## config.mk

```make
export PLATFORM = sky130hd
export DESIGN_NAME = frame_rate_meter_limiter
export DESIGN_NICKNAME = d
export VERILOG_FILES = /design/src/frml_pkg.sv /design/src/frame_rate_meter_limiter.sv /design/src/frml_serial_sub.sv /design/src/frml_serial_div.sv /design/src/frml_ring.sv
export SDC_FILE = /design/constraint.sdc
export NUM_CORES = 1
export LEC_CHECK = 0
export BUFFER_PORTS_ARGS = -buffer_cell sky130_fd_sc_hd__buf_2
export CORE_MARGIN = 4
export CORE_UTILIZATION = 35
export CTS_CLUSTER_DIAMETER = 150
export DETAILED_ROUTE_END_ITERATION = 16
export PLACE_DENSITY = 0.5
export SYNTH_ARGS = -nofsm -noshare
export SYNTH_HDL_FRONTEND = slang
export SYNTH_SLANG_ARGS = --single-unit
```

## constraint.sdc

```tcl
create_clock -name clk -period 5.59 [get_ports clk]
set_clock_uncertainty 0.2 [all_clocks]
set_input_delay 1.118 -clock clk [delete_from_list [all_inputs] [get_ports clk]]
set_output_delay 1.118 -clock clk [all_outputs]
set_load 0.02 [all_outputs]
```

## src/frml_pkg.sv

```systemverilog
// Package for the frame rate meter and limiter.
// Holds field widths, fixed constants and the divider status type.
// No dependencies.
package frml_pkg;

  localparam int TS_W     = 32;  // timestamp width
  localparam int IVL_W    = 16;  // interval field width
  localparam int RATE_W   = 24;  // Q.8 rate field width
  localparam int FPS_W    = 10;  // max_fps / delay width
  localparam int SUM_W    = 24;  // running interval sum width
  localparam int DIV_W    = 24;  // serial divider operand width
  localparam int SUB_CNT_W = $clog2(TS_W);
  localparam int DIV_CNT_W = $clog2(DIV_W);

  localparam logic [DIV_W-1:0]  PERIOD_MS    = DIV_W'(1000);
  localparam logic [DIV_W-1:0]  RATE_SCALE   = DIV_W'(256000);
  localparam logic [RATE_W-1:0] DEFAULT_RATE = RATE_W'(60 * 256);

  typedef struct packed {
    logic busy;
    logic done;
  } div_stat_t;

endpackage

```

## src/frame_rate_meter_limiter.sv

```systemverilog
// Frame rate meter and limiter, top level.
// Depends on frml_pkg, frml_serial_sub, frml_serial_div and frml_ring.
// Usage:
//   One input item per frame end on in_* (start and end timestamps in ms).
//   One result item per input on out_*: interval since the previous frame
//   end, moving-average rate over the last SAMPLES intervals (Q.8), the
//   reported rate and the delay that meets the max_fps cap. The user must
//   write max_fps on cfg_* when idle; unenforced, as cfg_ready is high.
// Timing:
//   An item goes from acceptance to out_tvalid through bit-serial timestamp
//   subtraction (the cap period divides meanwhile), the ring and sum
//   update, bit-serial division for the rate and its done flag, then
//   the output register load. The 32-bit serial subtractors and the shared
//   serial divider set the length of this sequence. One item is in work at
//   a time; the next is taken once the previous result is in the output
//   register, even if the receiver has not yet taken it.
// Reset and stall:
//   rst_n (synchronous) clears the sum, fill count, ring slot, first-frame
//   flag and max_fps. While out_tready is low the finished result holds and
//   the next item waits before its own output load.
module frame_rate_meter_limiter #(
  parameter int SAMPLES = 10
) (
  input  logic        clk,
  input  logic        rst_n,
  // in_tdata: [31:0] start_time_ms, [63:32] end_time_ms
  input  logic        in_tvalid,
  output logic        in_tready,
  input  logic [63:0] in_tdata,
  // out_tdata: [15:0] frame_interval_ms, [39:16] measured_rate_q8,
  //            [63:40] reported_rate_q8, [73:64] delay_ms, [79:74] zero
  output logic        out_tvalid,
  input  logic        out_tready,
  output logic [79:0] out_tdata,
  input  logic        cfg_valid,
  output logic        cfg_ready,
  input  logic [9:0]  cfg_data
);
  import frml_pkg::*;

  localparam int SLOT_W = (SAMPLES > 1) ? $clog2(SAMPLES) : 1;
  localparam int FILL_W = $clog2(SAMPLES + 1);

  localparam logic [2:0] ST_IDLE = 3'd0;
  localparam logic [2:0] ST_SUB  = 3'd1;
  localparam logic [2:0] ST_UPD  = 3'd2;
  localparam logic [2:0] ST_DIV  = 3'd3;
  localparam logic [2:0] ST_OUT  = 3'd4;

  logic [2:0]           state_r;
  logic [SUB_CNT_W-1:0] cnt_r;
  logic [FPS_W-1:0]     max_fps_r;
  logic [SUM_W-1:0]     sum_r;
  logic [FILL_W-1:0]    fill_r;
  logic [SLOT_W-1:0]    slot_r;
  logic [TS_W-1:0]      prev_end_r;
  logic                 seen_r;
  logic                 first_r;
  logic                 sum_zero_r;
  logic [IVL_W-1:0]     ivl_r;
  logic [FPS_W-1:0]     delay_r;
  logic [RATE_W-1:0]    rate_r;
  logic                 out_valid_r;
  logic [79:0]          out_data_r;

  logic                 in_acc;
  logic [TS_W-1:0]      ts_start, ts_end;
  logic [TS_W-1:0]      ivl_diff, busy_diff;
  logic [IVL_W-1:0]     hist_rd;
  logic [IVL_W-1:0]     ivl_nxt;
  logic                 full;
  logic [SUM_W-1:0]     sum_nxt;
  logic [FILL_W-1:0]    fill_nxt;
  logic [SLOT_W-1:0]    slot_nxt;
  logic [FPS_W-1:0]     period;
  logic [FPS_W-1:0]     delay_nxt;
  logic                 div_start;
  logic [DIV_W-1:0]     div_num, div_den, div_quot;
  div_stat_t            div_stat;
  logic [RATE_W-1:0]    reported;
  logic                 out_free;

  assign ts_start  = in_tdata[TS_W-1:0];
  assign ts_end    = in_tdata[2*TS_W-1:TS_W];
  assign in_tready = (state_r == ST_IDLE);
  assign in_acc    = in_tvalid && in_tready;
  assign cfg_ready = 1'b1;
  assign out_free  = !out_valid_r || out_tready;

  frml_serial_sub u_sub_ivl (
    .clk   (clk),
    .load  (in_acc),
    .shift (state_r == ST_SUB),
    .a     (ts_end),
    .b     (prev_end_r),
    .diff  (ivl_diff)
  );

  frml_serial_sub u_sub_busy (
    .clk   (clk),
    .load  (in_acc),
    .shift (state_r == ST_SUB),
    .a     (ts_end),
    .b     (ts_start),
    .diff  (busy_diff)
  );

  frml_ring #(
    .SAMPLES (SAMPLES),
    .SLOT_W  (SLOT_W)
  ) u_ring (
    .clk   (clk),
    .we    (state_r == ST_UPD),
    .waddr (slot_r),
    .wdata (ivl_nxt),
    .re    (in_acc),
    .raddr (slot_r),
    .rdata (hist_rd)
  );

  // The divider first works out the cap period, then the rate.
  always_comb begin
    div_start = in_acc || (state_r == ST_UPD);
    if (state_r == ST_UPD) begin
      div_num = DIV_W'(fill_nxt) * RATE_SCALE;
      div_den = DIV_W'(sum_nxt);
    end else begin
      div_num = PERIOD_MS;
      div_den = DIV_W'(max_fps_r);
    end
  end

  frml_serial_div u_div (
    .clk   (clk),
    .rst_n (rst_n),
    .start (div_start),
    .num   (div_num),
    .den   (div_den),
    .quot  (div_quot),
    .stat  (div_stat)
  );

  always_comb begin
    if (first_r) begin
      ivl_nxt = '0;
    end else if (ivl_diff[TS_W-1:IVL_W] != '0) begin
      ivl_nxt = '1;
    end else begin
      ivl_nxt = ivl_diff[IVL_W-1:0];
    end
    full = (fill_r >= FILL_W'(SAMPLES));
    if (full) begin
      sum_nxt  = sum_r - SUM_W'(hist_rd) + SUM_W'(ivl_nxt);
      fill_nxt = FILL_W'(SAMPLES);
    end else begin
      sum_nxt  = sum_r + SUM_W'(ivl_nxt);
      fill_nxt = fill_r + 1'b1;
    end
    if (slot_r == SLOT_W'(SAMPLES - 1)) begin
      slot_nxt = '0;
    end else begin
      slot_nxt = slot_r + 1'b1;
    end
    period = div_quot[FPS_W-1:0];
    if (max_fps_r != '0 && busy_diff[TS_W-1:FPS_W] == '0 &&
        period > busy_diff[FPS_W-1:0]) begin
      delay_nxt = period - busy_diff[FPS_W-1:0];
    end else begin
      delay_nxt = '0;
    end
    if (max_fps_r != '0) begin
      reported = RATE_W'({max_fps_r, 8'h00});
    end else begin
      reported = rate_r;
    end
  end

  always_ff @(posedge clk) begin
    if (!rst_n) begin
      state_r     <= ST_IDLE;
      cnt_r       <= '0;
      max_fps_r   <= '0;
      sum_r       <= '0;
      fill_r      <= '0;
      slot_r      <= '0;
      prev_end_r  <= '0;
      seen_r      <= 1'b0;
      out_valid_r <= 1'b0;
    end else begin
      if (cfg_valid && cfg_ready) begin
        max_fps_r <= cfg_data;
      end
      if (state_r == ST_OUT && out_free) begin
        out_valid_r <= 1'b1;
      end else if (out_valid_r && out_tready) begin
        out_valid_r <= 1'b0;
      end
      unique case (state_r)
        ST_IDLE: begin
          if (in_acc) begin
            prev_end_r <= ts_end;
            seen_r     <= 1'b1;
            cnt_r      <= '0;
            state_r    <= ST_SUB;
          end
        end
        ST_SUB: begin
          cnt_r <= cnt_r + 1'b1;
          if (cnt_r == SUB_CNT_W'(TS_W - 1)) begin
            state_r <= ST_UPD;
          end
        end
        ST_UPD: begin
          sum_r   <= sum_nxt;
          fill_r  <= fill_nxt;
          slot_r  <= slot_nxt;
          state_r <= ST_DIV;
        end
        ST_DIV: begin
          if (div_stat.done) begin
            state_r <= ST_OUT;
          end
        end
        ST_OUT: begin
          if (out_free) begin
            state_r <= ST_IDLE;
          end
        end
        default: state_r <= ST_IDLE;
      endcase
    end
  end

  always_ff @(posedge clk) begin
    if (in_acc) begin
      first_r <= !seen_r;
    end
    if (state_r == ST_UPD) begin
      ivl_r      <= ivl_nxt;
      delay_r    <= delay_nxt;
      sum_zero_r <= (sum_nxt == '0);
    end
    if (state_r == ST_DIV && div_stat.done) begin
      rate_r <= sum_zero_r ? DEFAULT_RATE : div_quot[RATE_W-1:0];
    end
    if (state_r == ST_OUT && out_free) begin
      out_data_r <= {6'b0, delay_r, reported, rate_r, ivl_r};
    end
  end

  assign out_tvalid = out_valid_r;
  assign out_tdata  = out_data_r;

  // The period division must be over before the divider is reused.
  a_div_free: assert property (@(posedge clk) disable iff (!rst_n)
    (state_r == ST_UPD) |-> !div_stat.busy)
    else $error("divider still busy at ring update");

  a_fill_max: assert property (@(posedge clk) disable iff (!rst_n)
    fill_r <= FILL_W'(SAMPLES))
    else $error("fill count beyond ring depth");

  a_acc_sub: assert property (@(posedge clk) disable iff (!rst_n)
    in_acc |=> (state_r == ST_SUB) && (cnt_r == '0))
    else $error("accepted item did not start subtraction");

  a_rate_done: assert property (@(posedge clk) disable iff (!rst_n)
    (state_r == ST_DIV) && div_stat.done |=> (state_r == ST_OUT))
    else $error("rate division result lost");

endmodule

```

## src/frml_serial_sub.sv

```systemverilog
// Bit-serial subtractor: a minus b, LSB up, one bit per shift cycle.
// Uses frml_pkg for the timestamp width.
module frml_serial_sub (
  input  logic                     clk,
  input  logic                     load,
  input  logic                     shift,
  input  logic [frml_pkg::TS_W-1:0] a,
  input  logic [frml_pkg::TS_W-1:0] b,
  output logic [frml_pkg::TS_W-1:0] diff
);
  import frml_pkg::*;

  logic [TS_W-1:0] a_r, b_r, diff_r;
  logic            borrow_r;
  logic            d_bit, borrow_nxt;

  assign d_bit      = a_r[0] ^ b_r[0] ^ borrow_r;
  assign borrow_nxt = (~a_r[0] & b_r[0]) | (~(a_r[0] ^ b_r[0]) & borrow_r);

  always_ff @(posedge clk) begin
    if (load) begin
      a_r      <= a;
      b_r      <= b;
      borrow_r <= 1'b0;
    end else if (shift) begin
      a_r      <= {1'b0, a_r[TS_W-1:1]};
      b_r      <= {1'b0, b_r[TS_W-1:1]};
      borrow_r <= borrow_nxt;
      diff_r   <= {d_bit, diff_r[TS_W-1:1]};
    end
  end

  assign diff = diff_r;

endmodule

```

## src/frml_serial_div.sv

```systemverilog
// Restoring divider that produces one quotient bit per cycle.
// Uses frml_pkg for the operand width and the status struct.
module frml_serial_div (
  input  logic                      clk,
  input  logic                      rst_n,
  input  logic                      start,
  input  logic [frml_pkg::DIV_W-1:0] num,
  input  logic [frml_pkg::DIV_W-1:0] den,
  output logic [frml_pkg::DIV_W-1:0] quot,
  output frml_pkg::div_stat_t       stat
);
  import frml_pkg::*;

  logic [DIV_W-1:0]     num_r, den_r, rem_r;
  logic [DIV_CNT_W-1:0] cnt_r;
  logic                 run_r, done_r;
  logic [DIV_W:0]       trial;
  logic                 q_bit;
  logic [DIV_W-1:0]     rem_nxt;

  always_comb begin
    trial = {rem_r, num_r[DIV_W-1]};
    q_bit = (trial >= {1'b0, den_r});
    if (q_bit) begin
      rem_nxt = DIV_W'(trial - {1'b0, den_r});
    end else begin
      rem_nxt = trial[DIV_W-1:0];
    end
  end

  always_ff @(posedge clk) begin
    if (!rst_n) begin
      run_r  <= 1'b0;
      done_r <= 1'b0;
      cnt_r  <= '0;
    end else begin
      done_r <= 1'b0;
      if (start) begin
        run_r <= 1'b1;
        cnt_r <= '0;
      end else if (run_r) begin
        cnt_r <= cnt_r + 1'b1;
        if (cnt_r == DIV_CNT_W'(DIV_W - 1)) begin
          run_r  <= 1'b0;
          done_r <= 1'b1;
        end
      end
    end
  end

  // The dividend register fills with quotient bits as it shifts out.
  always_ff @(posedge clk) begin
    if (start) begin
      num_r <= num;
      den_r <= den;
      rem_r <= '0;
    end else if (run_r) begin
      rem_r <= rem_nxt;
      num_r <= {num_r[DIV_W-2:0], q_bit};
    end
  end

  assign quot      = num_r;
  assign stat.busy = run_r;
  assign stat.done = done_r;

endmodule

```

## src/frml_ring.sv

```systemverilog
// Interval history ring: one write port, one registered read port.
// Uses frml_pkg for the interval width.
module frml_ring #(
  parameter int SAMPLES = 10,
  parameter int SLOT_W  = 4
) (
  input  logic                       clk,
  input  logic                       we,
  input  logic [SLOT_W-1:0]          waddr,
  input  logic [frml_pkg::IVL_W-1:0] wdata,
  input  logic                       re,
  input  logic [SLOT_W-1:0]          raddr,
  output logic [frml_pkg::IVL_W-1:0] rdata
);
  import frml_pkg::*;

  logic [IVL_W-1:0] mem [SAMPLES];
  logic [IVL_W-1:0] rdata_r;

  always_ff @(posedge clk) begin
    if (we) begin
      mem[waddr] <= wdata;
    end
  end

  always_ff @(posedge clk) begin
    if (re) begin
      rdata_r <= mem[raddr];
    end
  end

  assign rdata = rdata_r;

endmodule

```

==> metrics.txt <==
number of synthesized flops with an enable pin 510; instance count of the mapped netlist ~2400; final setup TNS 0 ns; Non-Filler Instances 3660; Max Clk Rate 206 MHz; die width 294 um; post-synth top area cell edfxtp_1; final WL 66600 um; final setup fails 0; # Post-CTS Setup Buffers 0; Placed Cells incl. Taps approximately 3500; cell internal pwr 8.49 mW; Layout Area Growth over Synthesis 15.3%; Avg Cell Area, Syn between 10 and 15 um2; area share of the leading cell type in the synthesized netlist about 54%; Lkg Pwr 12.8 nW; worst r2r path cells 19; pwr/cell area 342 nW/um2; HPWL after DPL 44800 um; Crit Path Class reg -> reg; Routed Antenna Nets 0; sequential power share 48.2%; Mapped Area 28600 um2; CTS root buf clkbuf_16; drt wl/cell about 18 um; most common cell in the netlist edfxtp_1; Comb power frac 10.3%; full die area 86200 um2; WP data required 5.87 ns; Clk pwr share 41.5%; nature of the critical path endpoint register; WHS Path Cells 0; largest net degree at the start of global routing 91; Seq cells post-synth 627; Initial Utilization 35.4%; First-pass DRT Iterations 5; filler cell count 7671; leading cell types by count after synthesis 510 x edfxtp_1, 431 x nand2_1, 151 x inv_1, 124 x nor2_1, 119 x a21oi_1; area of the multi-input gates about 10000 um2; top cells by area, synth edfxtp_1 54%, dfxtp_1 8.2%, nand2_1 5.7%, ha_1 4.3%, mux4_2 2.5%; asr flop ratio synth 0%; via count 18100; Clk Latency, worst-skew pair 0.61 ns; global-route wire length before repair 105000 um; I/O pin cnt 162; Net Switching roughly 2.7 mW; # hold bufs at CTS 0; total grt overflow 0; ys flop type edfxtp_1; YS warnings 0; sequential area share after synthesis 61.8%; Core Area ~81000 um2; cts bufs inserted 72; initial drt markers 1161; Hold Slack about 0.22 ns; CP max FO 16; sw frac 24.4%; I/O Buffers 154; outcome finished, final reports clean; antenna violations before repair 1; Rows about 100; final hold vios 0; Clock transition at path regs 0.07 ns; Slew headroom 22.2%; chip height 294 um; worst hold path class reg -> reg; RSZ-0062 raised after global routing false; Tmin final just under 5 ns; Antenna Cells 0; pins over their slew limit 0; H-tree levels 3; final period utilization between 80% and 90%; DRC 0; Clock Tree Buf Depth 3; critical path launch point type register; CTS resizes 0; FF+latch area 17700 um2; gr usage total between 10% and 20%; peak supply drop 0.201 mV; clk sinks about 630; nets@finish 2749; post-DR vias/cell 4.95; share of cells above drive strength 1 14.6%; GP Congestion 0.834; Synth cell types 78; Max Cap Violations 0; vias in the first global route 18300; TritonCTS clock tree done; Worst-Margin Slew 1.17 ns; worst path arrival time roughly 5.1 ns
[stage by stage]
step	total power, mW	util (%)	setup WS [ns]	area (um2)
global placement	6.66	37.9	0.853	30600
detailed placement	6.68	37.9	0.767	30600
global route	11.8	40.8	0.321	32900
floorplan	6.35	-	0.608	28600
CTS	11.4	40.8	0.732	32900
finish	11.2	40.8	0.738	32900
[metal layers]
layer,vias up,track usage (%),wire (um)
li1,8782,-,-
met1,8895,21.8,31700
met2,356,24.6,30800
met3,95,2.71,2830
met4,2,4.47,1330
met5,-,0,20
[kinds of logic (layout without fill, tap and decap cells)]
group / after synthesis / in the layout / share of synthesized area (%)
AOI/OAI and AO/OA: 417 / 417 / 9.40
xor gates and xnor gates: 72 / 72 / 2.21
adders and majority gates: 127 / 127 / 6.30
buffers and inverters: 260 / 468 / 3.57
DFF: 627 / 627 / 61.8
muxes: 69 / 69 / 3.82
other: 2 / 7 / 0.0263
and+or+nand+nor: 813 / 813 / 12.8
[cell usage in the layout, fill, tap and decap left out, drive strengths merged, types with 5 or more instances in the layout]
| cell | instances |
|---|---|
| a21boi | 47 |
| inv | 158 |
| o21bai | 7 |
| o211ai | 9 |
| ha | 99 |
| bufinv | 6 |
| a211oi | 28 |
| conb | 7 |
| edfxtp | 510 |
| dfxtp | 117 |
| and3 | 19 |
| a21o | 31 |
| a21oi | 119 |
| mux2i | 37 |
| o21a | 15 |
| clkbuf | 89 |
| nand4 | 19 |
| o21ai | 99 |
| fa | 28 |
| nor2b | 68 |
| nor4 | 17 |
| xnor2 | 45 |
| nor3 | 24 |
| mux4 | 32 |
| xor2 | 27 |
| nand2b | 11 |
| nand3 | 26 |
| clkinv | 26 |
| or2 | 24 |
| or3 | 5 |
| nand2 | 431 |
| nor2 | 125 |
| buf | 185 |
| a31oi | 18 |
| and2 | 31 |
[final cells by class]
class                   instances  area share (%)
repair buffers                185            3.09
clock inverters                42            1.25
clock buffers                  89            5.85
well taps                    1060            4.03
flip-flops and latches        627            53.7
inverters                     152            1.74
multi-input cells            1505            30.4
[power by group through the flow]
stage	sequential [mW]	combinational (mW)	clock, mW
after floorplan	5.47	0.878	0
after CTS	5.42	1.17	4.82
after global placement	5.52	1.15	0
final	5.42	1.16	4.66
after detailed placement	5.52	1.16	0
after global routing	5.44	1.32	5.02
[worst max-delay path, stage by stage (launching register included)]
cell and delay (ns):
edfxtp_1 0.41, nor4_1 0.35, nand4_1 0.13, buf_4 0.21, nor2_1 0.08, or2_2 0.12
inv_1 0.16, ha_1 0.26, inv_1 0.07, fa_1 0.21, nor2b_1 0.08, o311ai_1 0.58
a21oi_1 0.16, a21oi_1 0.21, xnor2_1 0.09, a21oi_1 0.35, nor4b_1 0.38, nand4_1 0.19
nor4_1 0.25, and4_1 0.23
[path summary, 6_finish.rpt]
| kind | slack [ns] | end | from |
|---|---|---|---|
| setup / recovery | 0.74 | sum_zero_r | u_sub_ivl.diff[30] |
| hold / removal | 0.22 | out_tdata[70] | delay_r[6] |
| setup reg to reg | 0.74 | sum_zero_r | u_sub_ivl.diff[30] |
| hold reg to reg | 0.22 | out_tdata[70] | delay_r[6] |
[state kept, by name, summed over array words and instances (netlist names), 5 cells and up]
signal,count
rate_r,24
u_sub_ivl.a_r,31
sum_r,24
max_fps_r,10
u_sub_ivl.b_r,32
u_div.rem_r,24
cnt_r,5
delay_r,10
ivl_r,16
out_tdata,74
u_div.cnt_r,5
u_sub_busy.b_r,32
u_div.den_r,24
u_div.quot,24
u_ring.rdata,16
u_sub_ivl.diff,32
u_ring.mem,160
prev_end_r,32
u_sub_busy.diff,32
(Power assumes the default switching activity.)
